### config.mk
export PLATFORM = sky130hd
export DESIGN_NAME = lru_key_value_cache_top
export DESIGN_NICKNAME = d
export VERILOG_FILES = /design/src/rtl/lkvc_pkg.sv /design/src/rtl/lkvc_ram.sv /design/src/rtl/lkvc_ctrl.sv /design/src/rtl/lkvc_dp.sv /design/src/rtl/lru_key_value_cache_top.sv
export SDC_FILE = /design/constraint.sdc
export NUM_CORES = 2
export LEC_CHECK = 0
export ABC_CLOCK_PERIOD_IN_PS = 7000
export BUFFER_PORTS_ARGS = -buffer_cell sky130_fd_sc_hd__buf_2
export CAP_MARGIN = 20
export CORE_ASPECT_RATIO = 1.4
export CORE_MARGIN = 10
export CORE_UTILIZATION = 35
export DETAILED_ROUTE_END_ITERATION = 6
export HOLD_SLACK_MARGIN = 0.08
export SLEW_MARGIN = 10
export SYNTH_ARGS = -nofsm -noshare
export SYNTH_HDL_FRONTEND = slang
export SYNTH_SLANG_ARGS = --single-unit
### constraint.sdc
create_clock -name clk_i -period 7 [get_ports clk_i]
set_clock_uncertainty 0.05 [all_clocks]
set_input_delay 0.35 -clock clk_i [delete_from_list [all_inputs] [get_ports clk_i]]
set_output_delay 0.35 -clock clk_i [all_outputs]
set_load 0.02 [all_outputs]
### src/rtl/lkvc_pkg.sv
// Shared types and constants for the LRU key-value cache.
package lkvc_pkg;

  localparam int KEY_W = 32;
  localparam int VAL_W = 32;
  localparam int CAP_W = 5;

  localparam logic [CAP_W-1:0] CAP_RESET = 5'd16;

  localparam logic MODE_GET = 1'b0;
  localparam logic MODE_PUT = 1'b1;

  localparam logic [VAL_W-1:0] GET_MISS_VALUE = {VAL_W{1'b1}};
  localparam logic [VAL_W-1:0] PUT_VALUE      = {VAL_W{1'b0}};

  // register index of capacity_in_use
  localparam logic REG_CAPACITY = 1'b0;

  typedef struct packed {
    logic load;      // capture request, restart scan
    logic scan;      // read key at scan counter, advance
    logic exec;      // apply lookup outcome to the store
    logic get_val;   // capture read value for a get hit
    logic out_load;  // move result into output register
  } ctrl_cmd_t;

  typedef struct packed {
    logic scan_last;
    logic get_hit;
    logic out_free;
  } dp_sts_t;

endpackage

### src/rtl/lkvc_ram.sv
// Generic simple dual-port RAM with registered read.
module lkvc_ram #(
  parameter int WIDTH = 32,
  parameter int DEPTH = 16
) (
  input  logic                     clk_i,
  input  logic                     we_i,
  input  logic [$clog2(DEPTH)-1:0] waddr_i,
  input  logic [WIDTH-1:0]         wdata_i,
  input  logic [$clog2(DEPTH)-1:0] raddr_i,
  output logic [WIDTH-1:0]         rdata_o
);

  logic [WIDTH-1:0] mem_q [DEPTH];
  logic [WIDTH-1:0] rdata_q;

  always_ff @(posedge clk_i) begin
    if (we_i) begin
      mem_q[waddr_i] <= wdata_i;
    end
    rdata_q <= mem_q[raddr_i];
  end

  assign rdata_o = rdata_q;

endmodule

### src/rtl/lkvc_ctrl.sv
// Request sequencer for the LRU key-value cache.
module lkvc_ctrl (
  input  logic                clk_i,
  input  logic                rst_ni,
  input  logic                in_valid_i,
  output logic                in_ready_o,
  input  lkvc_pkg::dp_sts_t   sts_i,
  output lkvc_pkg::ctrl_cmd_t cmd_o
);

  localparam logic [2:0] ST_IDLE   = 3'd0;
  localparam logic [2:0] ST_SCAN   = 3'd1;
  localparam logic [2:0] ST_DRAIN  = 3'd2;
  localparam logic [2:0] ST_EXEC   = 3'd3;
  localparam logic [2:0] ST_GETV   = 3'd4;
  localparam logic [2:0] ST_RESULT = 3'd5;

  logic [2:0] state_q, state_d;

  always_comb begin
    state_d = state_q;
    cmd_o   = '0;
    case (state_q)
      ST_IDLE: begin
        if (in_valid_i) begin
          cmd_o.load = 1'b1;
          state_d    = ST_SCAN;
        end
      end
      ST_SCAN: begin
        cmd_o.scan = 1'b1;
        if (sts_i.scan_last) begin
          state_d = ST_DRAIN;
        end
      end
      ST_DRAIN: begin
        state_d = ST_EXEC;
      end
      ST_EXEC: begin
        cmd_o.exec = 1'b1;
        state_d    = sts_i.get_hit ? ST_GETV : ST_RESULT;
      end
      ST_GETV: begin
        cmd_o.get_val = 1'b1;
        state_d       = ST_RESULT;
      end
      ST_RESULT: begin
        if (sts_i.out_free) begin
          cmd_o.out_load = 1'b1;
          state_d        = ST_IDLE;
        end
      end
      default: begin
        state_d = ST_IDLE;
      end
    endcase
  end

  always_ff @(posedge clk_i or negedge rst_ni) begin
    if (!rst_ni) begin
      state_q <= ST_IDLE;
    end else begin
      state_q <= state_d;
    end
  end

  assign in_ready_o = (state_q == ST_IDLE);

endmodule

### src/rtl/lkvc_dp.sv
// Datapath: key/value RAMs, valid and recency cells, scan and result registers.
module lkvc_dp #(
  parameter int MAX_ENTRIES = 16
) (
  input  logic                        clk_i,
  input  logic                        rst_ni,
  input  lkvc_pkg::ctrl_cmd_t         cmd_i,
  output lkvc_pkg::dp_sts_t           sts_o,
  input  logic                        mode_i,
  input  logic [lkvc_pkg::KEY_W-1:0]  key_i,
  input  logic [lkvc_pkg::VAL_W-1:0]  value_i,
  input  logic [lkvc_pkg::CAP_W-1:0]  capacity_i,
  output logic                        out_valid_o,
  input  logic                        out_ready_i,
  output logic                        out_hit_o,
  output logic [lkvc_pkg::VAL_W-1:0]  out_read_value_o,
  output logic                        out_evicted_o
);

  localparam int N  = MAX_ENTRIES;
  localparam int IW = $clog2(N);
  localparam int CW = $clog2(N + 1);
  localparam int EW = (CW > lkvc_pkg::CAP_W) ? CW : lkvc_pkg::CAP_W;

  // request
  logic                       mode_q;
  logic [lkvc_pkg::KEY_W-1:0] key_q;
  logic [lkvc_pkg::VAL_W-1:0] val_q;

  // scan
  logic [IW-1:0] cnt_q;
  logic          cmp_vld_q;
  logic [IW-1:0] cmp_idx_q;
  logic          found_q;
  logic [IW-1:0] fidx_q;
  logic [IW-1:0] frank_q;
  logic          free_q;
  logic [IW-1:0] free_idx_q;
  logic [IW-1:0] lru_idx_q;

  // store state
  logic [N-1:0]  valid_q, valid_d;
  logic [IW-1:0] rank_q [N];
  logic [IW-1:0] rank_d [N];
  logic [CW-1:0] occ_q, occ_d;

  // result
  logic                       res_hit_q;
  logic                       res_ev_q;
  logic [lkvc_pkg::VAL_W-1:0] res_val_q;
  logic                       out_valid_q;
  logic                       out_hit_q;
  logic                       out_ev_q;
  logic [lkvc_pkg::VAL_W-1:0] out_val_q;

  logic [lkvc_pkg::KEY_W-1:0] key_rdata;
  logic [lkvc_pkg::VAL_W-1:0] val_rdata;

  logic          key_we;
  logic          val_we;
  logic [IW-1:0] val_waddr;

  logic [EW-1:0] eff_cap;
  logic          full;
  logic          evict;
  logic [IW-1:0] ins_slot;
  logic [N-1:0]  valid_kept;
  logic [CW-1:0] lru_rank;

  // effective capacity, saturated to 1..N
  always_comb begin
    eff_cap = EW'(capacity_i);
    if (capacity_i == '0) begin
      eff_cap = EW'(1);
    end else if (EW'(capacity_i) > EW'(N)) begin
      eff_cap = EW'(N);
    end
  end

  assign full     = EW'(occ_q) >= eff_cap;
  assign evict    = full && (occ_q != '0);
  assign lru_rank = occ_q - CW'(1);

  always_comb begin
    valid_kept = valid_q;
    if (evict) begin
      valid_kept[lru_idx_q] = 1'b0;
    end
  end

  always_comb begin
    if (!evict) begin
      ins_slot = free_idx_q;
    end else if (free_q && (free_idx_q < lru_idx_q)) begin
      ins_slot = free_idx_q;
    end else begin
      ins_slot = lru_idx_q;
    end
  end

  assign key_we    = cmd_i.exec && (mode_q == lkvc_pkg::MODE_PUT) && !found_q;
  assign val_we    = cmd_i.exec && (mode_q == lkvc_pkg::MODE_PUT);
  assign val_waddr = found_q ? fidx_q : ins_slot;

  lkvc_ram #(
    .WIDTH (lkvc_pkg::KEY_W),
    .DEPTH (N)
  ) u_key_ram (
    .clk_i   (clk_i),
    .we_i    (key_we),
    .waddr_i (ins_slot),
    .wdata_i (key_q),
    .raddr_i (cnt_q),
    .rdata_o (key_rdata)
  );

  lkvc_ram #(
    .WIDTH (lkvc_pkg::VAL_W),
    .DEPTH (N)
  ) u_val_ram (
    .clk_i   (clk_i),
    .we_i    (val_we),
    .waddr_i (val_waddr),
    .wdata_i (val_q),
    .raddr_i (fidx_q),
    .rdata_o (val_rdata)
  );

  // valid and recency update
  always_comb begin
    valid_d = valid_q;
    occ_d   = occ_q;
    for (int i = 0; i < N; i++) begin
      rank_d[i] = rank_q[i];
    end
    if (cmd_i.exec) begin
      if (found_q) begin
        for (int i = 0; i < N; i++) begin
          if (IW'(i) == fidx_q) begin
            rank_d[i] = '0;
          end else if (valid_q[i] && (rank_q[i] < frank_q)) begin
            rank_d[i] = rank_q[i] + IW'(1);
          end
        end
      end else if (mode_q == lkvc_pkg::MODE_PUT) begin
        for (int i = 0; i < N; i++) begin
          if (IW'(i) == ins_slot) begin
            rank_d[i] = '0;
          end else if (valid_kept[i]) begin
            rank_d[i] = rank_q[i] + IW'(1);
          end
        end
        valid_d           = valid_kept;
        valid_d[ins_slot] = 1'b1;
        occ_d             = evict ? occ_q : occ_q + CW'(1);
      end
    end
  end

  always_ff @(posedge clk_i or negedge rst_ni) begin
    if (!rst_ni) begin
      valid_q <= '0;
      occ_q   <= '0;
      for (int i = 0; i < N; i++) begin
        rank_q[i] <= '0;
      end
    end else begin
      valid_q <= valid_d;
      occ_q   <= occ_d;
      for (int i = 0; i < N; i++) begin
        rank_q[i] <= rank_d[i];
      end
    end
  end

  // scan control
  always_ff @(posedge clk_i or negedge rst_ni) begin
    if (!rst_ni) begin
      cnt_q     <= '0;
      cmp_vld_q <= 1'b0;
      cmp_idx_q <= '0;
      found_q   <= 1'b0;
      free_q    <= 1'b0;
    end else begin
      cmp_vld_q <= cmd_i.scan;
      cmp_idx_q <= cnt_q;
      if (cmd_i.load) begin
        cnt_q   <= '0;
        found_q <= 1'b0;
        free_q  <= 1'b0;
      end else begin
        if (cmd_i.scan) begin
          cnt_q <= cnt_q + IW'(1);
        end
        if (cmp_vld_q && valid_q[cmp_idx_q] && (key_rdata == key_q)) begin
          found_q <= 1'b1;
        end
        if (cmp_vld_q && !valid_q[cmp_idx_q] && !free_q) begin
          free_q <= 1'b1;
        end
      end
    end
  end

  // scan payload
  always_ff @(posedge clk_i) begin
    if (cmd_i.load) begin
      mode_q <= mode_i;
      key_q  <= key_i;
      val_q  <= value_i;
    end
    if (cmp_vld_q && valid_q[cmp_idx_q] && (key_rdata == key_q)) begin
      fidx_q  <= cmp_idx_q;
      frank_q <= rank_q[cmp_idx_q];
    end
    if (cmp_vld_q && !valid_q[cmp_idx_q] && !free_q) begin
      free_idx_q <= cmp_idx_q;
    end
    if (cmp_vld_q && valid_q[cmp_idx_q] && (CW'(rank_q[cmp_idx_q]) == lru_rank)) begin
      lru_idx_q <= cmp_idx_q;
    end
  end

  // result staging
  always_ff @(posedge clk_i) begin
    if (cmd_i.exec) begin
      res_hit_q <= found_q;
      res_ev_q  <= (mode_q == lkvc_pkg::MODE_PUT) && !found_q && evict;
      if (mode_q == lkvc_pkg::MODE_PUT) begin
        res_val_q <= lkvc_pkg::PUT_VALUE;
      end else begin
        res_val_q <= lkvc_pkg::GET_MISS_VALUE;
      end
    end
    if (cmd_i.get_val) begin
      res_val_q <= val_rdata;
    end
    if (cmd_i.out_load) begin
      out_hit_q <= res_hit_q;
      out_ev_q  <= res_ev_q;
      out_val_q <= res_val_q;
    end
  end

  always_ff @(posedge clk_i or negedge rst_ni) begin
    if (!rst_ni) begin
      out_valid_q <= 1'b0;
    end else if (cmd_i.out_load) begin
      out_valid_q <= 1'b1;
    end else if (out_ready_i) begin
      out_valid_q <= 1'b0;
    end
  end

  assign sts_o.scan_last = (cnt_q == IW'(N - 1));
  assign sts_o.get_hit   = (mode_q == lkvc_pkg::MODE_GET) && found_q;
  assign sts_o.out_free  = !out_valid_q || out_ready_i;

  assign out_valid_o      = out_valid_q;
  assign out_hit_o        = out_hit_q;
  assign out_read_value_o = out_val_q;
  assign out_evicted_o    = out_ev_q;

endmodule

### src/rtl/lru_key_value_cache_top.sv
// Top level of the LRU key-value cache: stream ports, APB register, sequencer and datapath.
//
// Fully associative get/put cache with least-recently-used replacement over
// MAX_ENTRIES entries. Keys and values live in two RAMs; a request scans the
// key RAM one entry per cycle through its single read port. After the scan, the
// request passes a drain state and an execute state, then a get hit reads the
// value RAM, and the result waits in the result state for a free output
// register. One request is in flight at a time; the next one is accepted once
// the result sits in the output register. The capacity register (offset 0)
// limits how many entries are filled before eviction; 0 acts as 1, values above
// MAX_ENTRIES act as MAX_ENTRIES. Write it only while the cache is idle.
module lru_key_value_cache_top #(
  parameter int MAX_ENTRIES = 16
) (
  input  logic        clk_i,
  input  logic        rst_ni,
  // request stream
  input  logic        s_axis_tvalid,
  output logic        s_axis_tready,
  input  logic [63:0] s_axis_tdata,   // [31:0] key, [63:32] value
  input  logic        s_axis_tuser,   // [0] mode
  // result stream
  output logic        m_axis_tvalid,
  input  logic        m_axis_tready,
  output logic [39:0] m_axis_tdata,   // [0] hit, [32:1] read_value, [33] evicted, [39:34] zero
  // APB register port
  input  logic        psel,
  input  logic        penable,
  input  logic        pwrite,
  input  logic [2:0]  paddr,
  input  logic [31:0] pwdata,
  output logic [31:0] prdata,
  output logic        pready
);

  lkvc_pkg::ctrl_cmd_t cmd;
  lkvc_pkg::dp_sts_t   sts;

  logic [lkvc_pkg::CAP_W-1:0] cap_q;
  logic                       reg_sel;
  logic                       out_hit;
  logic                       out_evicted;
  logic [lkvc_pkg::VAL_W-1:0] out_read_value;

  assign pready  = 1'b1;
  assign reg_sel = (paddr[2] == lkvc_pkg::REG_CAPACITY);

  always_ff @(posedge clk_i or negedge rst_ni) begin
    if (!rst_ni) begin
      cap_q <= lkvc_pkg::CAP_RESET;
    end else if (psel && penable && pwrite && reg_sel) begin
      cap_q <= pwdata[lkvc_pkg::CAP_W-1:0];
    end
  end

  assign prdata = reg_sel ? {{(32 - lkvc_pkg::CAP_W){1'b0}}, cap_q} : 32'd0;

  lkvc_ctrl u_ctrl (
    .clk_i      (clk_i),
    .rst_ni     (rst_ni),
    .in_valid_i (s_axis_tvalid),
    .in_ready_o (s_axis_tready),
    .sts_i      (sts),
    .cmd_o      (cmd)
  );

  lkvc_dp #(
    .MAX_ENTRIES (MAX_ENTRIES)
  ) u_dp (
    .clk_i            (clk_i),
    .rst_ni           (rst_ni),
    .cmd_i            (cmd),
    .sts_o            (sts),
    .mode_i           (s_axis_tuser),
    .key_i            (s_axis_tdata[31:0]),
    .value_i          (s_axis_tdata[63:32]),
    .capacity_i       (cap_q),
    .out_valid_o      (m_axis_tvalid),
    .out_ready_i      (m_axis_tready),
    .out_hit_o        (out_hit),
    .out_read_value_o (out_read_value),
    .out_evicted_o    (out_evicted)
  );

  assign m_axis_tdata = {6'd0, out_evicted, out_read_value, out_hit};

endmodule
Yosys cells after proc, flatten, opt, wreduce, memory -nomap -nowiden
Memories as Yosys holds them, arrays and structs flattened. A register that Yosys moved wholly into a read port is not among the register bits.
Cells that the tools add are included.
{"block": "word_totals", "output_inout_bits": 75, "latchBits": 0, "regBits": 254, "n_memories": 2, "ram_bits": 1024, "rom_bits": 0, "inputBits": 107}
{"block": "op_classes", "n_reduce_logical": 84, "n_lt_le_gt_ge": 25, "bitwise_logic": 8, "addsub": 19, "n_mux": 109, "eq_ne": 57, "n_shift": 0, "div_mod_pow": 0, "multipliers": 0}
{"name": "u_dp.u_key_ram.mem_q", "depth": 16, "width": 32, "rd": 1, "rd_ports_with_merged_regs": 1, "write_ports": 1, "line": "lkvc_ram.sv:14", "text": "logic [WIDTH-1:0] mem_q [DEPTH];"}
{"name": "u_dp.u_val_ram.mem_q", "depth": 16, "width": 32, "rd": 1, "rd_ports_with_merged_regs": 1, "write_ports": 1, "line": "lkvc_ram.sv:14"}
{"operator": "4-bit two-way mux", "n": 71}
{"operator": "64-bit two-way mux", "n": 2}
{"operator": "32-bit two-way mux", "n": 3}
{"operator": "4-bit by 1-bit adder with 4-bit output, second input constant", "n": 17}
{"operator": "4-bit less-than comparator", "n": 17}
{"operator": "4-bit AND reduction", "n": 17}
{"operator": "4-bit == test, first input constant", "n": 16}
{"operator": "3-bit != test, second input constant", "n": 16}
{"operator": "3-bit nonzero test", "n": 16}
{"operator": "1-bit logical AND", "n": 33}
{"operator": "3-bit by 4-bit == test with 1-bit output, first input constant", "n": 8}
{"operator": "32-bit == test", "n": 1}
{"operator": "1-bit two-way mux", "n": 21}
{"operator": "3-bit one-hot mux with 6 select lines", "n": 1}
{"operator": "16-bit bitwise AND", "n": 1}
{"operator": "4-bit binary-select mux with 4-bit select", "n": 1}
{"operator": "2-bit by 4-bit == test with 1-bit output, first input constant", "n": 4}
{"operator": "16-bit two-way mux", "n": 1}
{"operator": "16-bit inverter", "n": 1}
{"operator": "16-bit bitwise OR", "n": 1}
{"operator": "4-bit by 5-bit less-than comparator with 1-bit output, second input constant", "n": 3}
{"operator": "5-bit two-way mux", "n": 3}
{"operator": "2-bit nonzero test", "n": 6}
{"operator": "3-bit two-way mux", "n": 3}
{"operator": "24 further kinds", "n": 39}

Logic depth before layout (Yosys ltp)
{"block": "depth", "depth_word": 11, "mapped_depth": 14, "mapped_depth_nobuf": 11}

Cells and area by module
From an unflattened synthesis, not the netlist that was laid out.
{"block": "hier_totals", "hier_cells": 3008, "area_unflattened_um2": 54033.1}
{"mod": "lkvc_ram", "n_inst": 2, "area_per_inst_um2": 19835.3, "cells_per_inst": 838, "seq_area_each_um2": 16015.4}
{"mod": "lkvc_dp", "n_inst": 1, "area_per_inst_um2": 13604.3, "cells_per_inst": 1254, "seq_area_each_um2": 6901.6}
{"mod": "lru_key_value_cache_top", "n_inst": 1, "area_per_inst_um2": 528.0, "cells_per_inst": 54, "seq_area_each_um2": 126.4}
{"mod": "lkvc_ctrl", "n_inst": 1, "area_per_inst_um2": 230.2, "cells_per_inst": 24, "seq_area_each_um2": 75.1}

Least setup slack after synthesis
No wires, ideal clock.
{"block": "synth_path", "path_kind": "reg-to-reg", "from": "reg u_dp.lru_idx_q[1]", "to": "mem u_dp.u_key_ram.mem_q[15][0], enable pin", "stages_incl_launch_ff": 11, "path_buffers": 3, "synth_period_minus_slack_ns": 4.908, "setup_ns": 0.461, "slack_ns": 2.092, "t_arrival_ns": 4.397, "path_cell_list": "edfxtp_1 -> clkbuf_1 -> inv_1 -> ha_1 -> o211ai_1 -> o211a_4 -> nor3_4 -> buf_4 -> buf_2 -> a31oi_1 -> nor3_1"}
{"block": "synth_via", "elab_chain_len": 4}
{"element": "from (decl)", "line": "lkvc_dp.sv:39", "text": "logic [IW-1:0] lru_idx_q;"}
{"element": "from (signal assigned)", "line": "lkvc_dp.sv:220", "text": "lru_idx_q <= cmp_idx_q;"}
{"element": "4-bit less-than comparator", "line": "lkvc_dp.sv:94", "text": "end else if (free_q && (free_idx_q < lru_idx_q)) begin"}
{"element": "1-bit logical AND", "line": "lkvc_dp.sv:94"}
{"element": "4-bit two-way mux *", "line": "lkvc_dp.sv:94"}
{"element": "4-bit two-way mux *", "line": "lkvc_dp.sv:92", "text": "if (!evict) begin"}
{"element": "to (decl)", "line": "lkvc_ram.sv:14"}
Every way passes the cells marked *; elsewhere a longest branch is shown, timed or not.

Final worst setup path
{"block": "layout_path", "from": "reg cap_q[4] in the netlist's numbering", "to": "mem u_dp.u_key_ram.mem_q[6][8], enable pin"}
{"block": "layout_via", "elab_chain_len": 6, "elab_cells_between_ends": 7, "cone_classes": "order compare (2); mux (3); reduce/logical (2)"}
{"element": "from (decl)", "line": "lru_key_value_cache_top.sv:39", "text": "logic [lkvc_pkg::CAP_W-1:0] cap_q;"}
{"element": "from (signal assigned)", "line": "lru_key_value_cache_top.sv:50", "text": "cap_q <= lkvc_pkg::CAP_RESET;"}
{"element": "from (signal assigned)", "line": "lru_key_value_cache_top.sv:52", "text": "cap_q <= pwdata[lkvc_pkg::CAP_W-1:0];"}
{"element": "5-bit > comparator", "line": "lkvc_dp.sv:75", "text": "end else if (EW'(capacity_i) > EW'(N)) begin"}
{"element": "5-bit two-way mux", "line": "lkvc_dp.sv:75"}
{"element": "5-bit two-way mux *", "line": "lkvc_dp.sv:73", "text": "if (capacity_i == '0) begin"}
{"element": "5-bit >= comparator *", "line": "lkvc_dp.sv:80", "text": "assign full = EW'(occ_q) >= eff_cap;"}
{"element": "1-bit logical AND *", "line": "lkvc_dp.sv:81", "text": "assign evict = full && (occ_q != '0);"}
{"element": "4-bit two-way mux *", "line": "lkvc_dp.sv:92"}
Marks and branches as above.

==> results.md <==
- Site Rows: 169
- Crit path DAT: 5330 ps
- Global-route met3 utilization: 2.632%
- Clock slew at reported path FFs: 60 ps
- Gr busiest metal: met2
- Worst hold path type: input port to async pin
- Startpoint types: register
- Port Buf Inserts: 118
- WL per Instance: 24.88 µm
- Netlist Area Pre-Place: 53560 µm²
- Vert. Die Dim: 482.9 µm
- Worst slew pin tran: 1092 ps
- DRT iter0 DRCs: 2234
- Pre-CTS setup slack: 2052 ps
- Residual DRC: 0
- Routing usage on met2: 25.31%
- Worst-path cell chain: inv_1 -> ha_1 -> a21oi_1 -> a21oi_1 -> nand3_1 -> nor2_1 -> o21ai_1 -> nor2_4 -> buf_4
- Fmax: 0.2028 GHz
- Post-synth cell types: 88
- Gp weighted congestion: 0.8818
- Largest fanout on the critical path: 21
- Vias in the first global route: 27830
- Crit path largest cell delay: 900 ps
- Nets: 3146
- Post-CTS setup buffer count: 0
- R2R Path Start: cap_q[4]
- Final setup violating endpoints: 0
- Hold_buf cts: 78
- Area contributors post-synth: edfxtp_1, mux4_2, dfrtp_1
- H-tree depth: 4
- DIE WIDTH: 350.6 µm
- Initial antenna violation count: 5
- Leak pwr: 20.52 nW
- CTS tree: yes
- Tcrit/Tclk final: 70.44%
- CP max-delay cell: nor2_4
- Avg Cell Area, Syn: 19.87 µm²
- Fin crit period: 4931 ps
- Core Footprint: 151800 µm²
- Gate Count Post-Synth: 2696
- Routed Wire Length: 125500 µm
- CTS Buffer Depth: 3
- Peak supply drop: 0.2341 mV
- Most common cell on crit path: a21oi_1
- Vias per cell: 5.276
- Layout cells sized above 1: 27.67%
- Synthesis-stage register bit count: 1342
- Commonest cells after routing, fill and taps aside: edfxtp_1, mux4_2, clkbuf_16
- Yosys warnings: 0
- Post-synthesis sequential area ratio: 73.06%
- Area grow syn2layout: 15.80%
- DRT antenna net count: 0
- Post-synth EDFFs: 1173
- Slew Limit Fails: 0
- CTS root buffer: clkbuf_16
- Overflow after GRT: 0
- CP startpoint: cap_q[4]
- Number of I/O pins: 182
- Pwr per Cell Area: 318.1 nW/µm²
- Relative slew slack: 27.04%
- GR Util met1: 19.17%
- TritonCTS buffer count: 138
- Post-route setup slack: 2069 ps
- # clock sinks: 1342
- Max-Cap Viols: 0
- Largest net degree at the start of global routing: 129
- Final hold vios: 0
- Most common cell after layout, fill and taps aside: edfxtp_1
- GRT Overall Usage: 14.77%
- DRT Pass-1 Iters: 5
- Post-synth top area cell: edfxtp_1
- Ys flop type: edfxtp_1
- RSZ-0062 raised after global routing: false
- Worst-Skew Late Latency: 770 ps
- First-pass GRT wire length: 187500 µm
- Crit path kind: register to register
- Fin util: 40.85%
- Die Footprint: 169300 µm²
- Initial Util: 35.28%
- Critical Path Sink Type: register
- DP HPWL: 74250 µm
- Hold_ws: 163.0 ps
- Post-CTS Resized: 0
- Post-route setup TNS: 0 ps
- CP required: 7400 ps
- FFs w/ async S/R, synth: 7.824%
- Via count: 26610
- Yosys top cell area share: 65.76%
- Outcome: finished, final reports clean
-- worst max-delay path, delay by kind of cell (launching register included) --
kind | cells | cell delay, ps
DFF | 1 | 530
buffers and inverters | 2 | 510
AOI/OAI and AO/OA | 3 | 1280
and+or+nand+nor | 3 | 1930
adders and majority gates | 1 | 320
-- sequential cells by signal (all words and copies together) (netlist names), 5 cells and up --
name,count
u_dp.occ_q,5
u_dp.val_q,32
u_dp.rank_q,64
u_dp.u_key_ram.mem_q,512
u_dp.key_q,32
u_dp.res_val_q,32
u_dp.valid_q,16
u_dp.u_val_ram.rdata_o,32
cap_q,5
u_dp.u_key_ram.rdata_o,32
u_dp.u_val_ram.mem_q,512
u_dp.out_read_value_o,32
-- where the power goes --
part           internal, W  switching [W]  total, W
Clock              0.00420        0.00313   0.00733
Sequential         0.00908       0.000493   0.00957
Combinational      0.00140        0.00142   0.00282
Total               0.0147        0.00505    0.0197
-- final timing paths --
path | end | slack, ps | cells past startpoint
max in group asynchronous | u_dp.cnt_q[2] | 5410 | 3
max reg2reg | u_dp.u_key_ram.mem_q[6][8] | 2070 | 9
min in group clk_i | u_dp.val_q[12] | 240 | 2
min reg2reg | u_dp.out_read_value_o[1] | 370 | 0
min | u_dp.rank_q[20] | 160 | 2
max | u_dp.u_key_ram.mem_q[6][8] | 2070 | 9
-- cells in the mapped netlist (all sizes together) (7+ instances only) --
library cell,number
edfxtp,1173
mux4,343
dfrtp,104
nor2,94
buf,93
nand2,79
ha,75
clkbuf,69
dfxtp,64
o21ai,58
xor2,44
inv,42
nand3,38
a31o,36
a21oi,34
nand2b,33
a21o,30
nand4,26
nor3,21
nor2b,17
nor4,17
o22ai,17
o211ai,16
mux2i,15
a31oi,14
a211oi,13
mux2,13
nor3b,9
a22o,7
o311ai,7
xnor2,7
-- layout make-up --
type	instances	area, µm²
Clock buffer	182	3772
Multi-Input combinational cell	1181	13850
Inverter	43	161.4
Tap cell	1966	2460
Antenna cell	1	2.502
Sequential cell	1342	39150
Fill cell	13410	89800
Timing Repair Buffer	258	1884
Clock inverter	70	752.0
-- kinds of logic after synthesis --
family,after synthesis,share of synthesized area [%]
AOI/OAI and AO/OA,288,4.001
xor gates and xnor gates,51,0.8339
muxes,371,14.98
other,2,0.01402
adders and majority gates,75,1.752
buffers and inverters,205,1.834
DFF,1342,73.06
and+or+nand+nor,362,3.530
-- per-stage QoR --
stage / cells / power, W / cell area, µm²
final: 5043 / 0.01973 / 62030
after global routing: 5042 / 0.02051 / 62020
after CTS: 5040 / 0.01996 / 61990
after detailed placement: 4710 / 0.01256 / 56680
after global placement: 4710 / 0.01254 / 56680
after floorplan: 2728 / 0.01170 / 53680
-- per-layer routing --
| metal | part of all wire, % | vias to the layer above |
|---|---|---|
| li1 | - | 11560 |
| met1 | 42 | 14160 |
| met2 | 51 | 708 |
| met3 | 5.0 | 185 |
| met4 | 2.2 | 2 |
| met5 | 0.010 | - |
No activity file was read; power rests on OpenSTA's default activity.
